--- config.mk ---
export PLATFORM = sky130hd
export DESIGN_NAME = status_led_blink_controller
export DESIGN_NICKNAME = d
export VERILOG_FILES = /design/src/design/slbc_pkg.sv /design/src/design/status_led_blink_controller.sv /design/src/design/slbc_in_stage.sv /design/src/design/slbc_core.sv
export VERILOG_INCLUDE_DIRS = /design/src /design/src/design
export SDC_FILE = /design/constraint.sdc
export NUM_CORES = 1
export LEC_CHECK = 0
export ABC_AREA = 1
export BUFFER_PORTS_ARGS = -buffer_cell sky130_fd_sc_hd__buf_2
export CORE_MARGIN = 8
export CORE_UTILIZATION = 25
export CTS_CLUSTER_SIZE = 30
export DETAILED_ROUTE_END_ITERATION = 16
export HOLD_SLACK_MARGIN = 0.02
export PLACE_DENSITY = 0.44
export SLEW_MARGIN = 10
export SYNTH_ARGS = -nofsm -noshare
export SYNTH_HDL_FRONTEND = slang
export SYNTH_SLANG_ARGS = --single-unit
--- constraint.sdc ---
create_clock -name aclk -period 4.5 [get_ports aclk]
set_clock_uncertainty 0.1 [all_clocks]
set_input_delay 0.9 -clock aclk [delete_from_list [all_inputs] [get_ports aclk]]
set_output_delay 0.9 -clock aclk [all_outputs]
set_load 0.05 [all_outputs]
--- src/design/status_led_blink_controller_defines.svh ---
// assertion macros for the status led blink controller
// used by slbc_core, the module that carries assertions; no other dependencies
`ifndef STATUS_LED_BLINK_CONTROLLER_DEFINES_SVH
`define STATUS_LED_BLINK_CONTROLLER_DEFINES_SVH

// condition and consequence in the same cycle
`define SLBC_ASSERT_NOW(label, clk, rstn, ante, cons) \
    label: assert property (@(posedge clk) disable iff (!(rstn)) (ante) |-> (cons)) \
        else $error("slbc check failed");

// consequence in the cycle after the condition
`define SLBC_ASSERT_NEXT(label, clk, rstn, ante, cons) \
    label: assert property (@(posedge clk) disable iff (!(rstn)) (ante) |=> (cons)) \
        else $error("slbc check failed");

`endif

--- src/design/slbc_pkg.sv ---
// types and constants shared by the status led blink controller
// no dependencies
package slbc_pkg;

    localparam int unsigned BLINK_W = 16;
    localparam int unsigned DUTY_W = 8;
    localparam int unsigned CFG_DATA_W = 16;
    localparam int unsigned CFG_INDEX_W = 1;

    typedef enum logic [1:0] {
        CMD_TICK       = 2'd0,
        CMD_RED_ONCE   = 2'd1,
        CMD_RED_TRIPLE = 2'd2,
        CMD_BLUE_ONCE  = 2'd3
    } cmd_t;

    typedef enum logic [CFG_INDEX_W-1:0] {
        CFG_BLINK_TIME = 1'b0,
        CFG_DUTY_FLOOR = 1'b1
    } cfg_index_t;

    localparam logic [BLINK_W-1:0] BLINK_TIME_RESET = 16'd200;
    localparam logic [DUTY_W-1:0] DUTY_FLOOR_RESET = 8'd40;
    localparam logic [1:0] TRIPLE_COUNT = 2'd3;

    typedef struct packed {
        logic [1:0]        command;
        logic              error_flag;
        logic              auto_mode;
        logic [DUTY_W-1:0] fan_duty;
    } in_item_t;

    typedef struct packed {
        logic green_led;
        logic red_led;
        logic blue_led;
    } out_item_t;

    // input register contents handed to the core
    typedef struct packed {
        logic     valid;
        in_item_t item;
    } stage_t;

endpackage

--- src/design/status_led_blink_controller.sv ---
// top level of the status led blink controller: config registers and stage wiring
// depends on slbc_pkg, slbc_in_stage and slbc_core
//
//  port group   dir   handshake          contents
//  s_           in    s_valid/s_ready    command, error_flag, auto_mode, fan_duty
//  m_           out   m_valid/m_ready    green_led, red_led, blue_led (ticks only)
//  cfg_         in    cfg_we             blink time (0), running duty floor (1)
//
// an item waits in the input register; a tick's result is valid the cycle after it advances
// one item per cycle when the result side keeps up
// the only stall is a tick reaching a full result register that is not being taken
// blink requests update the timers and never produce a result
// synchronous active-low reset clears timers, valid flags and config to defaults
module status_led_blink_controller import slbc_pkg::*; (
    input  logic                   aclk,
    input  logic                   aresetn,
    input  logic                   s_valid,
    output logic                   s_ready,
    input  in_item_t               s_data,
    output logic                   m_valid,
    input  logic                   m_ready,
    output out_item_t              m_data,
    input  logic                   cfg_we,
    input  logic [CFG_INDEX_W-1:0] cfg_index,
    input  logic [CFG_DATA_W-1:0]  cfg_wdata
);

    logic [BLINK_W-1:0] blink_time_reg;
    logic [DUTY_W-1:0]  duty_floor_reg;
    stage_t             stage;
    logic               advance;

    always_ff @(posedge aclk) begin
        if (!aresetn) begin
            blink_time_reg <= BLINK_TIME_RESET;
            duty_floor_reg <= DUTY_FLOOR_RESET;
        end else if (cfg_we) begin
            case (cfg_index_t'(cfg_index))
                CFG_BLINK_TIME: blink_time_reg <= cfg_wdata[BLINK_W-1:0];
                CFG_DUTY_FLOOR: duty_floor_reg <= cfg_wdata[DUTY_W-1:0];
                default: begin
                    blink_time_reg <= blink_time_reg;
                end
            endcase
        end
    end

    slbc_in_stage u_in_stage (
        .aclk    (aclk),
        .aresetn (aresetn),
        .s_valid (s_valid),
        .s_ready (s_ready),
        .s_data  (s_data),
        .advance (advance),
        .stage   (stage)
    );

    slbc_core u_core (
        .aclk       (aclk),
        .aresetn    (aresetn),
        .stage      (stage),
        .advance    (advance),
        .blink_time (blink_time_reg),
        .duty_floor (duty_floor_reg),
        .m_valid    (m_valid),
        .m_ready    (m_ready),
        .m_data     (m_data)
    );

endmodule

--- src/design/slbc_in_stage.sv ---
// input register of the status led blink controller
// depends on slbc_pkg
module slbc_in_stage import slbc_pkg::*; (
    input  logic     aclk,
    input  logic     aresetn,
    input  logic     s_valid,
    output logic     s_ready,
    input  in_item_t s_data,
    input  logic     advance,
    output stage_t   stage
);

    logic     in_valid_reg;
    logic     in_valid_next;
    in_item_t item_reg;

    assign s_ready = !in_valid_reg || advance;

    always_comb begin
        in_valid_next = in_valid_reg;
        if (s_valid && s_ready) begin
            in_valid_next = 1'b1;
        end else if (advance) begin
            in_valid_next = 1'b0;
        end
    end

    always_ff @(posedge aclk) begin
        if (!aresetn) begin
            in_valid_reg <= 1'b0;
        end else begin
            in_valid_reg <= in_valid_next;
        end
    end

    always_ff @(posedge aclk) begin
        if (s_valid && s_ready) begin
            item_reg <= s_data;
        end
    end

    assign stage = {in_valid_reg, item_reg};

endmodule

--- src/design/slbc_core.sv ---
// blink timers, led decisions and result register
// depends on slbc_pkg and status_led_blink_controller_defines.svh
`include "status_led_blink_controller_defines.svh"

module slbc_core import slbc_pkg::*; (
    input  logic               aclk,
    input  logic               aresetn,
    input  stage_t             stage,
    output logic               advance,
    input  logic [BLINK_W-1:0] blink_time,
    input  logic [DUTY_W-1:0]  duty_floor,
    output logic               m_valid,
    input  logic               m_ready,
    output out_item_t          m_data
);

    logic [BLINK_W-1:0] red_single_reg, red_single_next;
    logic [BLINK_W-1:0] blue_single_reg, blue_single_next;
    logic [1:0]         blinks_left_reg, blinks_left_next;
    logic               phase_on_reg, phase_on_next;
    logic [BLINK_W-1:0] phase_left_reg, phase_left_next;
    logic               m_valid_reg, m_valid_next;
    out_item_t          m_data_reg;
    out_item_t          result;
    cmd_t               cmd;
    logic               is_tick;

    assign cmd     = cmd_t'(stage.item.command);
    assign is_tick = (cmd == CMD_TICK);
    // blink requests make no result, so only ticks wait on the result register
    assign advance = stage.valid && (!is_tick || !m_valid_reg || m_ready);

    always_comb begin
        logic [BLINK_W-1:0] rs;
        logic [BLINK_W-1:0] bs;
        logic [BLINK_W-1:0] pl;
        logic [1:0]         bl;
        logic               po;
        logic               err;
        rs  = red_single_reg;
        bs  = blue_single_reg;
        pl  = phase_left_reg;
        bl  = blinks_left_reg;
        po  = phase_on_reg;
        err = stage.item.error_flag;
        result = '0;
        case (cmd)
            CMD_RED_ONCE: begin
                rs = blink_time;
            end
            CMD_RED_TRIPLE: begin
                bl = TRIPLE_COUNT;
                po = 1'b1;
                pl = blink_time;
                rs = '0;
            end
            CMD_BLUE_ONCE: begin
                bs = blink_time;
            end
            CMD_TICK: begin
                result.green_led = !err && (stage.item.fan_duty >= duty_floor);
                if (err) begin
                    result.red_led = 1'b1;
                    rs = '0;
                    bl = '0;
                end else if (blinks_left_reg != 2'd0) begin
                    result.red_led = phase_on_reg;
                    if (phase_left_reg == '0) begin
                        if (phase_on_reg) begin
                            po = 1'b0;
                            pl = blink_time >> 1;
                        end else begin
                            bl = blinks_left_reg - 2'd1;
                            if (bl != 2'd0) begin
                                po = 1'b1;
                                pl = blink_time;
                            end
                        end
                    end
                end else if (red_single_reg != '0) begin
                    result.red_led = 1'b1;
                end
                if (!err && (blue_single_reg != '0)) begin
                    result.blue_led = 1'b1;
                end else begin
                    bs = '0;
                    result.blue_led = !err && stage.item.auto_mode;
                end
                // timers step down after the decisions, saturating at zero
                if (rs != '0) begin
                    rs = rs - BLINK_W'(1);
                end
                if (bs != '0) begin
                    bs = bs - BLINK_W'(1);
                end
                if (pl != '0) begin
                    pl = pl - BLINK_W'(1);
                end
            end
            default: begin
                result = '0;
            end
        endcase
        red_single_next  = rs;
        blue_single_next = bs;
        phase_left_next  = pl;
        blinks_left_next = bl;
        phase_on_next    = po;
    end

    always_comb begin
        m_valid_next = m_valid_reg;
        if (advance && is_tick) begin
            m_valid_next = 1'b1;
        end else if (m_ready) begin
            m_valid_next = 1'b0;
        end
    end

    always_ff @(posedge aclk) begin
        if (!aresetn) begin
            red_single_reg  <= '0;
            blue_single_reg <= '0;
            blinks_left_reg <= '0;
            phase_on_reg    <= 1'b0;
            phase_left_reg  <= '0;
            m_valid_reg     <= 1'b0;
        end else begin
            m_valid_reg <= m_valid_next;
            if (advance) begin
                red_single_reg  <= red_single_next;
                blue_single_reg <= blue_single_next;
                blinks_left_reg <= blinks_left_next;
                phase_on_reg    <= phase_on_next;
                phase_left_reg  <= phase_left_next;
            end
        end
    end

    always_ff @(posedge aclk) begin
        if (advance && is_tick) begin
            m_data_reg <= result;
        end
    end

    assign m_valid = m_valid_reg;
    assign m_data  = m_data_reg;

    `SLBC_ASSERT_NEXT(err_clears_timers, aclk, aresetn,
        advance && is_tick && stage.item.error_flag,
        red_single_reg == '0 && blue_single_reg == '0 && blinks_left_reg == 2'd0)
    `SLBC_ASSERT_NEXT(err_result_red_only, aclk, aresetn,
        advance && is_tick && stage.item.error_flag,
        m_valid && m_data.red_led && !m_data.green_led && !m_data.blue_led)
    `SLBC_ASSERT_NEXT(triple_loads, aclk, aresetn,
        advance && cmd == CMD_RED_TRIPLE,
        blinks_left_reg == TRIPLE_COUNT && phase_on_reg && red_single_reg == '0)

endmodule

==> flow_results.xml, run 1 <==
<?xml version="1.0" encoding="UTF-8"?>
<metrics>
  <group name="run_status">
    <metric name="run_status" unit="">finished clean</metric>
  </group>
  <group name="sta">
    <metric name="fin_worst_hold_slack" unit="ps">369</metric>
    <metric name="unrepaired_setup_endpoints_after_global_routing" unit="">false</metric>
    <metric name="layout_setup_ws" unit="ps">1270</metric>
    <metric name="fin_setup_tns" unit="ps">0</metric>
    <metric name="finalHoldViolations" unit="">0</metric>
    <metric name="max_freq" unit="MHz">309</metric>
    <metric name="max_slew_margin" unit="">0.318</metric>
    <metric name="final.period_utilization" unit="">0.718</metric>
    <metric name="worst_pin_slew" unit="ps">1010</metric>
    <metric name="slew_viol_final" unit="">0</metric>
    <metric name="post-route-min-period" unit="ps">3230</metric>
    <metric name="report.final.setup_viol" unit="">0</metric>
  </group>
  <group name="detailed_routing">
    <metric name="route.layer.met1.wl" unit="um">10300</metric>
    <metric name="detail_route.drc_violations" unit="">0</metric>
    <metric name="vias_per_cell" unit="">4.78</metric>
    <metric name="met2_wirelength_from_detailed_routing" unit="um">9600</metric>
    <metric name="highest-signal-layer" unit="">met4</metric>
    <metric name="drt_wl_total" unit="um">21200</metric>
    <metric name="num_vias" unit="">6183</metric>
    <metric name="drtAntennaViolNets" unit="">0</metric>
    <metric name="detail_route.wl_per_cell" unit="um">16.4</metric>
    <metric name="met3_length" unit="um">838</metric>
    <metric name="initialDrtViolationCount" unit="">414</metric>
    <metric name="drt_pass1_iterations" unit="">5</metric>
  </group>
  <group name="floorplanning">
    <metric name="design.core.area" unit="sq um">25000</metric>
    <metric name="initial_utilization" unit="">0.253</metric>
    <metric name="floorplan.die.width" unit="um">175</metric>
    <metric name="fp-row-count" unit="">58</metric>
    <metric name="die_h" unit="um">175</metric>
    <metric name="die_area" unit="sq um">30600</metric>
    <metric name="top_level_ports" unit="">39</metric>
  </group>
  <group name="yosys">
    <metric name="synth_fp_nets" unit="">1001</metric>
    <metric name="synthesis.yosys.warnings" unit="">0</metric>
    <metric name="total_of_flip_flops_plus_latches_after_synthesis" unit="">92</metric>
    <metric name="async_flop_share" unit="">0</metric>
    <metric name="synth_edf_count" unit="">15</metric>
    <metric name="post_synth_inst_count" unit="">948</metric>
    <metric name="postSynth.topFlopCell" unit="">sky130_fd_sc_hd__dfxtp_1</metric>
    <metric name="post_synth_instance_area" unit="sq um">6310</metric>
    <metric name="avg_cell_area_syn" unit="sq um">6.66</metric>
    <metric name="synth.yosys.seq_area_share" unit="">0.315</metric>
    <metric name="ys_types" unit="">47</metric>
  </group>
  <group name="clock_tree">
    <metric name="worstSkewPairLatency" unit="ps">360</metric>
    <metric name="clock-root-buffer" unit="">sky130_fd_sc_hd__clkbuf_16</metric>
    <metric name="cts-buffers-inserted" unit="">9</metric>
    <metric name="cts_repair_resize_count" unit="">0</metric>
    <metric name="max-clock-path-buffers" unit="">2</metric>
    <metric name="clk_transition_reported_paths" unit="ps">80</metric>
    <metric name="ctsHtreeMaxLevel" unit="">3</metric>
    <metric name="cts_num_sinks" unit="">92</metric>
    <metric name="cts_post_setup_buffers_inserted" unit="">0</metric>
    <metric name="tritoncts" unit="">yes</metric>
    <metric name="cts_hold_buffers" unit="">0</metric>
  </group>
  <group name="setup_path">
    <metric name="critical_path.top_delay_family" unit="">simple AND/OR/NAND/NOR gates</metric>
    <metric name="setup.worst_path.class" unit="">reg2reg</metric>
    <metric name="path_buf_inv" unit="">3</metric>
    <metric name="cp_slowest_stage_delay" unit="ps">640</metric>
    <metric name="worstPathCellList" unit="">inv_1, ha_1, inv_2, nand2_1, nand3_1, o21ai_0, nand4_1, nand2_1, ha_1, inv_1, nor2_1, nand4_2, nand3_1, a21oi_1</metric>
    <metric name="cp.required" unit="ps">4650</metric>
    <metric name="timing.critical_path.fanout_max" unit="">19</metric>
    <metric name="cp_data_arrival_time" unit="ps">3380</metric>
    <metric name="critical_path_slowest_stage_cell" unit="">sky130_fd_sc_hd__ha_1</metric>
    <metric name="worst_setup_path_start_kind" unit="">flop</metric>
    <metric name="setup.worst_path.end_class" unit="">flop</metric>
  </group>
  <group name="grt">
    <metric name="grt_antenna_before_repair" unit="">0</metric>
    <metric name="grt.overflow.total" unit="">0</metric>
    <metric name="largest_net_degree_at_the_start_of_global_routing" unit="">49</metric>
    <metric name="vias_in_the_first_global_route" unit="">6038</metric>
    <metric name="global_route_wire_length_before_repair" unit="um">34000</metric>
    <metric name="grtUsageTotal" unit="">0.139</metric>
  </group>
  <group name="pwr">
    <metric name="total_switching_power" unit="mW">0.939</metric>
    <metric name="p_per_area" unit="nW/um^2">349</metric>
    <metric name="power.static_leakage" unit="nW">3.22</metric>
    <metric name="share_comb_of_total_power" unit="">0.285</metric>
    <metric name="internal_power" unit="mW">1.51</metric>
    <metric name="power.switching_fraction" unit="">0.384</metric>
    <metric name="p_seq_frac" unit="">0.383</metric>
    <metric name="clock_power_share" unit="">0.332</metric>
    <metric name="max-vdd-ir-drop" unit="V">0.000172</metric>
    <metric name="power" unit="mW">2.45</metric>
  </group>
  <group name="placement">
    <metric name="port_buffers" unit="">38</metric>
    <metric name="place_inst" unit="">1277</metric>
    <metric name="setup_slack_at_placement" unit="ps">1260</metric>
    <metric name="globalplace.congestion" unit="">0.843</metric>
    <metric name="place_area" unit="sq um">6700</metric>
    <metric name="place.detailed.hpwl" unit="um">15700</metric>
  </group>
  <group name="job">
    <metric name="max_cap_viol_count" unit="">0</metric>
  </group>
  <group name="cells_and_area">
    <metric name="syn_to_final_growth" unit="%">11.1</metric>
    <metric name="fill_cells" unit="">2881</metric>
    <metric name="final_net_count" unit="">1011</metric>
    <metric name="antenna_cells" unit="">0</metric>
    <metric name="layout_commonest_cell" unit="">sky130_fd_sc_hd__nand2_1</metric>
    <metric name="total_non_filler_cell_area_in_the_finished_layout" unit="sq um">7010</metric>
    <metric name="utilization_after_layout" unit="">0.281</metric>
    <metric name="mostFrequentLayoutCells" unit="">174 x sky130_fd_sc_hd__nand2_1, 128 x sky130_fd_sc_hd__nor2_1, 106 x sky130_fd_sc_hd__inv_1, 97 x sky130_fd_sc_hd__o21ai_0, 88 x sky130_fd_sc_hd__a21oi_1</metric>
    <metric name="drive_gt1_frac" unit="">0.113</metric>
    <metric name="post_layout_nonfiller_instances" unit="">1293</metric>
  </group>
  <group name="min_path">
    <metric name="min-delay-path-class" unit="">reg2reg</metric>
  </group>
</metrics>
path summary, 6_finish.rpt:
kind                                   from                       end  slack (ps)  cells past startpoint
setup / recovery  u_core.blinks_left_reg[1]  u_core.phase_left_reg[9]        1270                     14
hold / removal            duty_floor_reg[1]         duty_floor_reg[1]         370                      2
setup reg to reg  u_core.blinks_left_reg[1]  u_core.phase_left_reg[9]        1270                     14
hold reg to reg           duty_floor_reg[1]         duty_floor_reg[1]         370                      2
logic make-up after synthesis:
group,count (synthesis),share of synthesized area
and+or+nand+nor,432,0.310
AOI/OAI and AO/OA,230,0.202
buffers and inverters,156,0.108
DFF,92,0.315
xor gates and xnor gates,19,0.0264
adders and majority gates,19,0.0377
per-layer routing:
metal | up-vias | global-route usage
met5 | - | 0
met4 | 0 | 0.0466
met3 | 24 | 0.0179
met2 | 131 | 0.219
met1 | 2863 | 0.191
li1 | 3165 | -
power by group through the flow:
stage | Sequential [mW] | Combinational (mW) | Clock [mW]
after floorplan | 0.934 | 0.556 | 0
after global placement | 0.957 | 0.698 | 0
after detailed placement | 0.956 | 0.694 | 0
after CTS | 0.937 | 0.698 | 0.834
after global routing | 0.945 | 0.795 | 0.863
final | 0.938 | 0.697 | 0.813
worst register-to-register path: stages, from the launching register on:
cell and delay (ps):
sky130_fd_sc_hd__dfxtp_1 310, sky130_fd_sc_hd__inv_1 90, sky130_fd_sc_hd__ha_1 640, sky130_fd_sc_hd__inv_2 290
sky130_fd_sc_hd__nand2_1 120, sky130_fd_sc_hd__nand3_1 60, sky130_fd_sc_hd__o21ai_0 80, sky130_fd_sc_hd__nand4_1 100
sky130_fd_sc_hd__nand2_1 170, sky130_fd_sc_hd__ha_1 180, sky130_fd_sc_hd__inv_1 50, sky130_fd_sc_hd__nor2_1 120
sky130_fd_sc_hd__nand4_2 470, sky130_fd_sc_hd__nand3_1 260, sky130_fd_sc_hd__a21oi_1 80
cell usage after synthesis (5+ instances only):
cell                       number  area [sq um]
sky130_fd_sc_hd__a21oi_1       88           440
sky130_fd_sc_hd__a21oi_2        6          52.6
sky130_fd_sc_hd__buf_2         10          50.1
sky130_fd_sc_hd__buf_4          6          45.0
sky130_fd_sc_hd__buf_6          8          90.1
sky130_fd_sc_hd__clkbuf_1      21          78.8
sky130_fd_sc_hd__dfxtp_1       77          1540
sky130_fd_sc_hd__edfxtp_1      15           450
sky130_fd_sc_hd__ha_1          19           238
sky130_fd_sc_hd__inv_1        106           398
sky130_fd_sc_hd__nand2_1      174           653
sky130_fd_sc_hd__nand2_2       12          75.1
sky130_fd_sc_hd__nand3_1       63           315
sky130_fd_sc_hd__nand3_2       11           110
sky130_fd_sc_hd__nand4_1       21           131
sky130_fd_sc_hd__nor2_1       128           480
sky130_fd_sc_hd__nor2_2         5          31.3
sky130_fd_sc_hd__o211ai_1       6          45.0
sky130_fd_sc_hd__o21ai_0       97           485
sky130_fd_sc_hd__o21ai_1        8          40.0
sky130_fd_sc_hd__o41ai_1        5          43.8
sky130_fd_sc_hd__xnor2_1        6          52.6
sky130_fd_sc_hd__xor2_1        13           114
cell type report:
class / count / area, sq um / share of cell area
Tap cell: 330 / 413 / 0.0589
Inverter: 111 / 419 / 0.0598
Multi-Input combinational cell: 700 / 3640 / 0.519
Clock buffer: 9 / 225 / 0.0321
Clock inverter: 7 / 88.8 / 0.0127
Sequential cell: 92 / 1990 / 0.284
Timing Repair Buffer: 44 / 235 / 0.0335
Power figures use the tool's default switching activity.
==> run 2: changes to the inputs <==
--- a/config.mk
+++ b/config.mk
@@ -13,7 +13,7 @@
 export CTS_CLUSTER_SIZE = 30
 export DETAILED_ROUTE_END_ITERATION = 16
 export HOLD_SLACK_MARGIN = 0.02
-export PLACE_DENSITY = 0.44
+export PLACE_DENSITY = 0.45
 export SLEW_MARGIN = 10
 export SYNTH_ARGS = -nofsm -noshare
 export SYNTH_HDL_FRONTEND = slang
==> constraint.sdc (replaced) <==
create_clock -name aclk -period 2.9 [get_ports aclk]
set_clock_uncertainty 0.1 [all_clocks]
set_input_delay 0.58 -clock aclk [delete_from_list [all_inputs] [get_ports aclk]]
set_output_delay 0.58 -clock aclk [all_outputs]
set_load 0.05 [all_outputs]
==> run 2 against run 1 <==
Compared with the run above: register-to-register slack got worse by 1000 ps; sequential share of layout area decreased by 0.44 points; first-iteration DRC count decreased by 19%; global-route usage decreased by 0.61 points; critical endpoint is now u_core.red_single_reg[9]; largest cell class unchanged.
==> flow_results.xml, run 2 (synthesis results as in run 1) <==
<?xml version="1.0" encoding="UTF-8"?>
<metrics>
  <group name="cells_and_area">
    <metric name="mostFrequentLayoutCells" unit="">174 x sky130_fd_sc_hd__nand2_1, 128 x sky130_fd_sc_hd__nor2_1, 106 x sky130_fd_sc_hd__inv_1, 97 x sky130_fd_sc_hd__o21ai_0, 88 x sky130_fd_sc_hd__a21oi_1</metric>
    <metric name="antenna_cells" unit="">0</metric>
    <metric name="utilization_after_layout" unit="">0.285</metric>
    <metric name="drive_gt1_frac" unit="">0.130</metric>
    <metric name="final_net_count" unit="">1030</metric>
    <metric name="layout_commonest_cell" unit="">sky130_fd_sc_hd__nand2_1</metric>
    <metric name="fill_cells" unit="">2881</metric>
    <metric name="syn_to_final_growth" unit="%">12.9</metric>
  </group>
  <group name="floorplanning">
    <metric name="die_h" unit="um">175</metric>
    <metric name="initial_utilization" unit="">0.253</metric>
    <metric name="floorplan.die.width" unit="um">175</metric>
    <metric name="top_level_ports" unit="">39</metric>
    <metric name="fp-row-count" unit="">58</metric>
    <metric name="design.core.area" unit="sq um">25000</metric>
    <metric name="die_area" unit="sq um">30600</metric>
  </group>
  <group name="detailed_routing">
    <metric name="met2_wirelength_from_detailed_routing" unit="um">9530</metric>
    <metric name="route.layer.met1.wl" unit="um">10000</metric>
    <metric name="detail_route.wl_per_cell" unit="um">15.5</metric>
    <metric name="detail_route.drc_violations" unit="">0</metric>
    <metric name="highest-signal-layer" unit="">met4</metric>
    <metric name="initialDrtViolationCount" unit="">337</metric>
    <metric name="drt_wl_total" unit="um">20400</metric>
    <metric name="vias_per_cell" unit="">4.65</metric>
    <metric name="drt_pass1_iterations" unit="">5</metric>
    <metric name="drtAntennaViolNets" unit="">0</metric>
    <metric name="num_vias" unit="">6105</metric>
    <metric name="met3_length" unit="um">620</metric>
  </group>
  <group name="sta">
    <metric name="worst_pin_slew" unit="ps">761</metric>
    <metric name="slew_viol_final" unit="">0</metric>
    <metric name="max_slew_margin" unit="">0.486</metric>
    <metric name="finalHoldViolations" unit="">0</metric>
    <metric name="report.final.setup_viol" unit="">0</metric>
    <metric name="post-route-min-period" unit="ps">2680</metric>
    <metric name="fin_worst_hold_slack" unit="ps">298</metric>
    <metric name="max_freq" unit="MHz">373</metric>
    <metric name="unrepaired_setup_endpoints_after_global_routing" unit="">false</metric>
    <metric name="fin_setup_tns" unit="ps">0</metric>
    <metric name="final.period_utilization" unit="">0.924</metric>
  </group>
  <group name="clock_tree">
    <metric name="clk_transition_reported_paths" unit="ps">70</metric>
    <metric name="cts_post_setup_buffers_inserted" unit="">0</metric>
    <metric name="ctsHtreeMaxLevel" unit="">3</metric>
    <metric name="tritoncts" unit="">yes</metric>
    <metric name="max-clock-path-buffers" unit="">2</metric>
    <metric name="cts_num_sinks" unit="">92</metric>
    <metric name="cts-buffers-inserted" unit="">9</metric>
    <metric name="cts_repair_resize_count" unit="">0</metric>
    <metric name="clock-root-buffer" unit="">sky130_fd_sc_hd__clkbuf_16</metric>
    <metric name="worstSkewPairLatency" unit="ps">350</metric>
    <metric name="cts_hold_buffers" unit="">0</metric>
  </group>
  <group name="min_path">
    <metric name="timing.hold.worst_path_depth" unit="">1</metric>
    <metric name="hold-path-endpoint" unit="">u_in_stage.stage[7]</metric>
    <metric name="hold_path_startpoint" unit="">s_data[7]</metric>
    <metric name="min-delay-path-class" unit="">in2reg</metric>
  </group>
  <group name="grt">
    <metric name="vias_in_the_first_global_route" unit="">5849</metric>
    <metric name="grtUsageTotal" unit="">0.133</metric>
    <metric name="global_route_wire_length_before_repair" unit="um">32600</metric>
    <metric name="largest_net_degree_at_the_start_of_global_routing" unit="">46</metric>
    <metric name="grt.overflow.total" unit="">0</metric>
    <metric name="grt_antenna_before_repair" unit="">0</metric>
  </group>
  <group name="setup_path">
    <metric name="worst_r2r_path_depth" unit="">12</metric>
    <metric name="worst_setup_path_start_kind" unit="">flop</metric>
    <metric name="critical_path.reg2reg.startpoint" unit="">u_in_stage.stage[9]</metric>
    <metric name="critPathMostFrequentCell" unit="">sky130_fd_sc_hd__nand3_1</metric>
    <metric name="timing.critical_path.fanout_max" unit="">22</metric>
    <metric name="timing.reg2reg.setup_slack" unit="ps">220</metric>
    <metric name="critical_path.top_delay_family" unit="">simple AND/OR/NAND/NOR gates</metric>
    <metric name="cp_slowest_stage_delay" unit="ps">540</metric>
    <metric name="r2r-end" unit="">u_core.red_single_reg[9]</metric>
    <metric name="cp.required" unit="ps">3090</metric>
    <metric name="path_buf_inv" unit="">1</metric>
    <metric name="setup.worst_path.end_class" unit="">flop</metric>
    <metric name="setup.worst_path.class" unit="">reg2reg</metric>
    <metric name="critical_path_slowest_stage_cell" unit="">sky130_fd_sc_hd__edfxtp_1</metric>
    <metric name="worstPathCellList" unit="">inv_2, nand2_1, ha_1, nand3_1, nor2_1, nand2_2, nand3_1, nor2_1, nand3_1, a21oi_1, o21ai_1, a21oi_1</metric>
    <metric name="critical_path_startpoint" unit="">u_in_stage.stage[9]</metric>
    <metric name="cp_data_arrival_time" unit="ps">2870</metric>
  </group>
  <group name="job">
    <metric name="max_cap_viol_count" unit="">0</metric>
  </group>
  <group name="placement">
    <metric name="port_buffers" unit="">38</metric>
    <metric name="globalplace.congestion" unit="">0.842</metric>
    <metric name="place.detailed.hpwl" unit="um">15900</metric>
  </group>
  <group name="pwr">
    <metric name="power" unit="mW">3.74</metric>
    <metric name="power.static_leakage" unit="nW">3.30</metric>
    <metric name="p_per_area" unit="nW/um^2">525</metric>
    <metric name="max-vdd-ir-drop" unit="V">0.000295</metric>
  </group>
  <group name="run_status">
    <metric name="run_status" unit="">finished clean</metric>
  </group>
</metrics>
## run 2: cell types whose count changed in the layout (fill, tap and decap cells not counted), sizes merged
| cell | delta |
|---|---|
| buf | +19 |
| clkinv | -3 |
| clkinvlp | +2 |
| inv | +1 |
## run 2: report_power, final
group          switching (mW)  total (mW)  leakage [nW]  internal [mW]
sequential             0.0816        1.46         0.779           1.37
clock                   0.578        1.17         0.135          0.596
combinational           0.727        1.11          2.38          0.380
total                    1.39        3.74          3.30           2.35
## run 2: layer usage
| metal | vias up | GRT usage |
|---|---|---|
| met4 | 0 | 0.0237 |
| met3 | 11 | 0.0227 |
| li1 | 3202 | - |
| met5 | - | 0 |
| met2 | 84 | 0.218 |
| met1 | 2808 | 0.180 |
## run 2: final cells by class
cell class | count | area (sq um) | area share
tap | 330 | 413 | 0.0579
multi-input combinational | 700 | 3640 | 0.511
inverter | 111 | 419 | 0.0588
clock buffer | 9 | 225 | 0.0316
clock inverter | 7 | 57.6 | 0.00808
sequential | 92 | 1990 | 0.280
timing repair buffer | 63 | 378 | 0.0530
## run 2: worst reg2reg max path, stage by stage (launching register included)
cell                       delay, ps
sky130_fd_sc_hd__edfxtp_1        540
sky130_fd_sc_hd__inv_2           360
sky130_fd_sc_hd__nand2_1         210
sky130_fd_sc_hd__ha_1            230
sky130_fd_sc_hd__nand3_1         100
sky130_fd_sc_hd__nor2_1           70
sky130_fd_sc_hd__nand2_2         200
sky130_fd_sc_hd__nand3_1         160
sky130_fd_sc_hd__nor2_1          180
sky130_fd_sc_hd__nand3_1         120
sky130_fd_sc_hd__a21oi_1         130
sky130_fd_sc_hd__o21ai_1         100
sky130_fd_sc_hd__a21oi_1         120
## run 2: how the worst max path moves through the flow
stage	end	slack, ps	cells after the start
after floorplan	u_in_stage.stage[0]	510	7
after global placement	u_core.red_single_reg[9]	290	12
after detailed placement	u_core.red_single_reg[9]	280	12
after CTS	u_core.red_single_reg[9]	260	12
after global routing	u_core.red_single_reg[9]	6	12
final	u_core.red_single_reg[9]	220	12
## run 2: metrics by stage
| step | instances | worst slack, ps | area [sq um] |
|---|---|---|---|
| detailed placement | 1296 | 281 | 6840 |
| global placement | 1296 | 286 | 6840 |
| CTS | 1312 | 256 | 7130 |
| global route | 1312 | 6.02 | 7130 |
| floorplan | 948 | 510 | 6310 |
| finish | 1312 | 220 | 7130 |
==> run 3: changes to the inputs <==
--- a/config.mk
+++ b/config.mk
@@ -6,7 +6,6 @@
 export SDC_FILE = /design/constraint.sdc
 export NUM_CORES = 1
 export LEC_CHECK = 0
-export ABC_AREA = 1
 export BUFFER_PORTS_ARGS = -buffer_cell sky130_fd_sc_hd__buf_2
 export CORE_MARGIN = 8
 export CORE_UTILIZATION = 25
@@ -17,4 +16,5 @@
 export SLEW_MARGIN = 10
 export SYNTH_ARGS = -nofsm -noshare
 export SYNTH_HDL_FRONTEND = slang
+export SYNTH_HIERARCHICAL = 1
 export SYNTH_SLANG_ARGS = --single-unit
==> run 3 against run 2 <==
Compared with the run above: synthesized area decreased by 4.8%; non-clock buffer count grew 49; register-to-register slack got worse by 120 ps; combinational power rose by 13%; synthesized cell count shrank 21%; maximum frequency fell by 4.4%; critical path type unchanged; utilization up 2.6 points; final area is 2.8% higher.
==> flow_results.xml, run 3 <==
<?xml version="1.0" encoding="UTF-8"?>
<metrics>
  <group name="run_status">
    <metric name="run_status" unit="">finished clean</metric>
  </group>
  <group name="pwr">
    <metric name="max-vdd-ir-drop" unit="V">0.000347</metric>
    <metric name="p_per_area" unit="nW/um^2">525</metric>
    <metric name="power.static_leakage" unit="nW">2.83</metric>
    <metric name="power" unit="mW">3.84</metric>
  </group>
  <group name="cells_and_area">
    <metric name="sequential_cell_area" unit="sq um">1990</metric>
    <metric name="drive_gt1_frac" unit="">0.204</metric>
    <metric name="utilization_after_layout" unit="">0.311</metric>
    <metric name="multiInputGateArea" unit="sq um">3780</metric>
    <metric name="final_net_count" unit="">876</metric>
    <metric name="mostFrequentLayoutCells" unit="">94 x sky130_fd_sc_hd__nand2_1, 76 x sky130_fd_sc_hd__dfxtp_1, 73 x sky130_fd_sc_hd__buf_4, 54 x sky130_fd_sc_hd__o21ai_0, 53 x sky130_fd_sc_hd__nor2_1</metric>
    <metric name="fill_cells" unit="">2552</metric>
    <metric name="syn_to_final_growth" unit="%">21.8</metric>
    <metric name="antenna_cells" unit="">0</metric>
    <metric name="layout_commonest_cell" unit="">sky130_fd_sc_hd__nand2_1</metric>
  </group>
  <group name="min_path">
    <metric name="min-delay-path-class" unit="">in2reg</metric>
  </group>
  <group name="clock_tree">
    <metric name="clk_transition_reported_paths" unit="ps">70</metric>
    <metric name="ctsHtreeMaxLevel" unit="">3</metric>
    <metric name="cts_num_sinks" unit="">92</metric>
    <metric name="worstSkewPairLatency" unit="ps">360</metric>
    <metric name="clock-root-buffer" unit="">sky130_fd_sc_hd__clkbuf_16</metric>
    <metric name="cts_hold_buffers" unit="">0</metric>
    <metric name="max-clock-path-buffers" unit="">2</metric>
    <metric name="cts-buffers-inserted" unit="">9</metric>
    <metric name="tritoncts" unit="">yes</metric>
  </group>
  <group name="floorplanning">
    <metric name="die_h" unit="um">171</metric>
    <metric name="fp-row-count" unit="">56</metric>
    <metric name="floorplan.die.width" unit="um">171</metric>
    <metric name="die_area" unit="sq um">29300</metric>
    <metric name="design.core.area" unit="sq um">23500</metric>
    <metric name="top_level_ports" unit="">39</metric>
    <metric name="initial_utilization" unit="">0.255</metric>
  </group>
  <group name="detailed_routing">
    <metric name="detail_route.drc_violations" unit="">0</metric>
    <metric name="initialDrtViolationCount" unit="">403</metric>
    <metric name="num_vias" unit="">5906</metric>
    <metric name="detail_route.wl_per_cell" unit="um">18.1</metric>
    <metric name="drtAntennaViolNets" unit="">0</metric>
    <metric name="drt_pass1_iterations" unit="">5</metric>
    <metric name="drt_wl_total" unit="um">20700</metric>
    <metric name="vias_per_cell" unit="">5.14</metric>
  </group>
  <group name="placement">
    <metric name="globalplace.congestion" unit="">0.837</metric>
    <metric name="port_buffers" unit="">38</metric>
    <metric name="setup_slack_at_placement" unit="ps">129</metric>
    <metric name="place.detailed.hpwl" unit="um">15100</metric>
  </group>
  <group name="yosys">
    <metric name="avg_cell_area_syn" unit="sq um">8.04</metric>
    <metric name="synthesis.yosys.warnings" unit="">6</metric>
    <metric name="synth_fp_nets" unit="">800</metric>
    <metric name="synth_top_cells_by_count" unit="">95 x sky130_fd_sc_hd__nand2_1, 77 x sky130_fd_sc_hd__dfxtp_1, 55 x sky130_fd_sc_hd__o21ai_0</metric>
    <metric name="synth_area_leader_cell" unit="">sky130_fd_sc_hd__dfxtp_1</metric>
    <metric name="total_of_flip_flops_plus_latches_after_synthesis" unit="">92</metric>
    <metric name="post_synth_instance_area" unit="sq um">6010</metric>
    <metric name="ys_types" unit="">79</metric>
    <metric name="post_synth_inst_count" unit="">748</metric>
    <metric name="synth.yosys.seq_area_share" unit="">0.331</metric>
    <metric name="postSynth.topFlopCell" unit="">sky130_fd_sc_hd__dfxtp_1</metric>
    <metric name="synthTopCellsByArea" unit="">sky130_fd_sc_hd__dfxtp_1 26%, sky130_fd_sc_hd__edfxtp_1 7.5%, sky130_fd_sc_hd__nand2_1 5.9%, sky130_fd_sc_hd__o21ai_0 4.6%, sky130_fd_sc_hd__a21oi_1 4.3%</metric>
    <metric name="synth_edf_count" unit="">15</metric>
    <metric name="synth_most_common_cell" unit="">sky130_fd_sc_hd__nand2_1</metric>
    <metric name="async_flop_share" unit="">0</metric>
    <metric name="share_of_the_synthesized_area_in_the_top_cell_type" unit="">0.256</metric>
  </group>
  <group name="setup_path">
    <metric name="cp_data_arrival_time" unit="ps">2950</metric>
    <metric name="setup.worst_path.end_class" unit="">flop</metric>
    <metric name="timing.critical_path.fanout_max" unit="">4</metric>
    <metric name="setup.worst_path.class" unit="">reg2reg</metric>
    <metric name="cp.required" unit="ps">3040</metric>
    <metric name="worst_setup_path_start_kind" unit="">flop</metric>
  </group>
  <group name="grt">
    <metric name="largest_net_degree_at_the_start_of_global_routing" unit="">38</metric>
    <metric name="grt_antenna_before_repair" unit="">0</metric>
    <metric name="global_route_wire_length_before_repair" unit="um">32500</metric>
    <metric name="grtUsageTotal" unit="">0.142</metric>
    <metric name="vias_in_the_first_global_route" unit="">5767</metric>
    <metric name="grt.overflow.total" unit="">0</metric>
  </group>
  <group name="sta">
    <metric name="max_slew_margin" unit="">0.221</metric>
    <metric name="worst_pin_slew" unit="ps">1160</metric>
    <metric name="finalHoldViolations" unit="">0</metric>
    <metric name="fin_worst_hold_slack" unit="ps">295</metric>
    <metric name="final.period_utilization" unit="">0.967</metric>
    <metric name="slew_viol_final" unit="">0</metric>
    <metric name="max_freq" unit="MHz">357</metric>
    <metric name="post-route-min-period" unit="ps">2800</metric>
    <metric name="report.final.setup_viol" unit="">0</metric>
    <metric name="layout_setup_ws" unit="ps">97.0</metric>
  </group>
  <group name="job">
    <metric name="max_cap_viol_count" unit="">0</metric>
  </group>
</metrics>
## run 3: changes by cell type after synthesis, sizes merged, moves of 19 or more
cell	before	now
nor2	136	54
a21oi	94	52
mux2i	0	25
o211ai	6	25
o21ai	109	58
nand3	75	12
nand2	186	95
inv	109	33
## run 3: kinds of logic (layout without fill, tap and decap cells)
family,Yosys count,after routing,synth area share
compound gates,251,251,0.285
xor+xnor,13,13,0.0189
fa+ha+maj,18,18,0.0375
buf+inv,81,162,0.0593
flops,92,92,0.331
mux,27,27,0.0454
simple gates,266,266,0.222
## run 3: final timing paths
| kind | from | endpoint | slack [ps] | cells past startpoint |
|---|---|---|---|---|
| setup / recovery | u_core/phase_left_reg[8] | u_core/phase_left_reg[13] | 100 | 11 |
| hold / removal | s_data[2] | u_in_stage/stage[2] | 290 | 1 |
| setup reg to reg | u_core/phase_left_reg[8] | u_core/phase_left_reg[13] | 100 | 11 |
| hold reg to reg | duty_floor_reg[6] | duty_floor_reg[6] | 370 | 2 |
## run 3: report_power, final
part | internal, mW | switching (mW) | total, mW
Sequential | 1.38 | 0.0832 | 1.46
Clock | 0.586 | 0.548 | 1.13
Combinational | 0.529 | 0.718 | 1.25
Total | 2.49 | 1.35 | 3.84
## run 3: routing by layer
layer / track usage / routed length, um / up-vias
met5: 0 / 0 / -
met4: 0.0567 / 536 / 0
met3: 0.0277 / 1100 / 30
met2: 0.219 / 9150 / 169
met1: 0.190 / 9950 / 2779
li1: - / - / 2928
## run 3: timing repair
item,in CTS,in global routing
gates resized for setup,0,22
setup endpoints to repair,0,17
setup buffers,0,2
## run 3: final cells by class
class	instances	share of cell area
clock buffers	11	0.0318
multi-input cells	575	0.517
clock inverters	5	0.00496
repair buffers	112	0.102
well taps	319	0.0545
flip-flops and latches	92	0.272
inverters	34	0.0174
## run 3: metrics by stage
stage / area, sq um / cells / setup TNS (ps)
after global placement: 6930 / 1130 / 0
final: 7320 / 1148 / 0
after CTS: 7200 / 1146 / 0
after global routing: 7320 / 1148 / -156
after detailed placement: 6930 / 1130 / 0
after floorplan: 6040 / 748 / -22.5
## run 3: critical path, stage by stage (launching register included)
cell and delay, ps:
sky130_fd_sc_hd__dfxtp_1 320, sky130_fd_sc_hd__or4_4 550, sky130_fd_sc_hd__or2_1 280, sky130_fd_sc_hd__nor2_4 180
sky130_fd_sc_hd__a21oi_2 90, sky130_fd_sc_hd__ha_2 220, sky130_fd_sc_hd__o211ai_1 130, sky130_fd_sc_hd__nand2_2 130
sky130_fd_sc_hd__nor3b_4 270, sky130_fd_sc_hd__xnor2_1 110, sky130_fd_sc_hd__a221oi_2 240, sky130_fd_sc_hd__nor2b_1 60
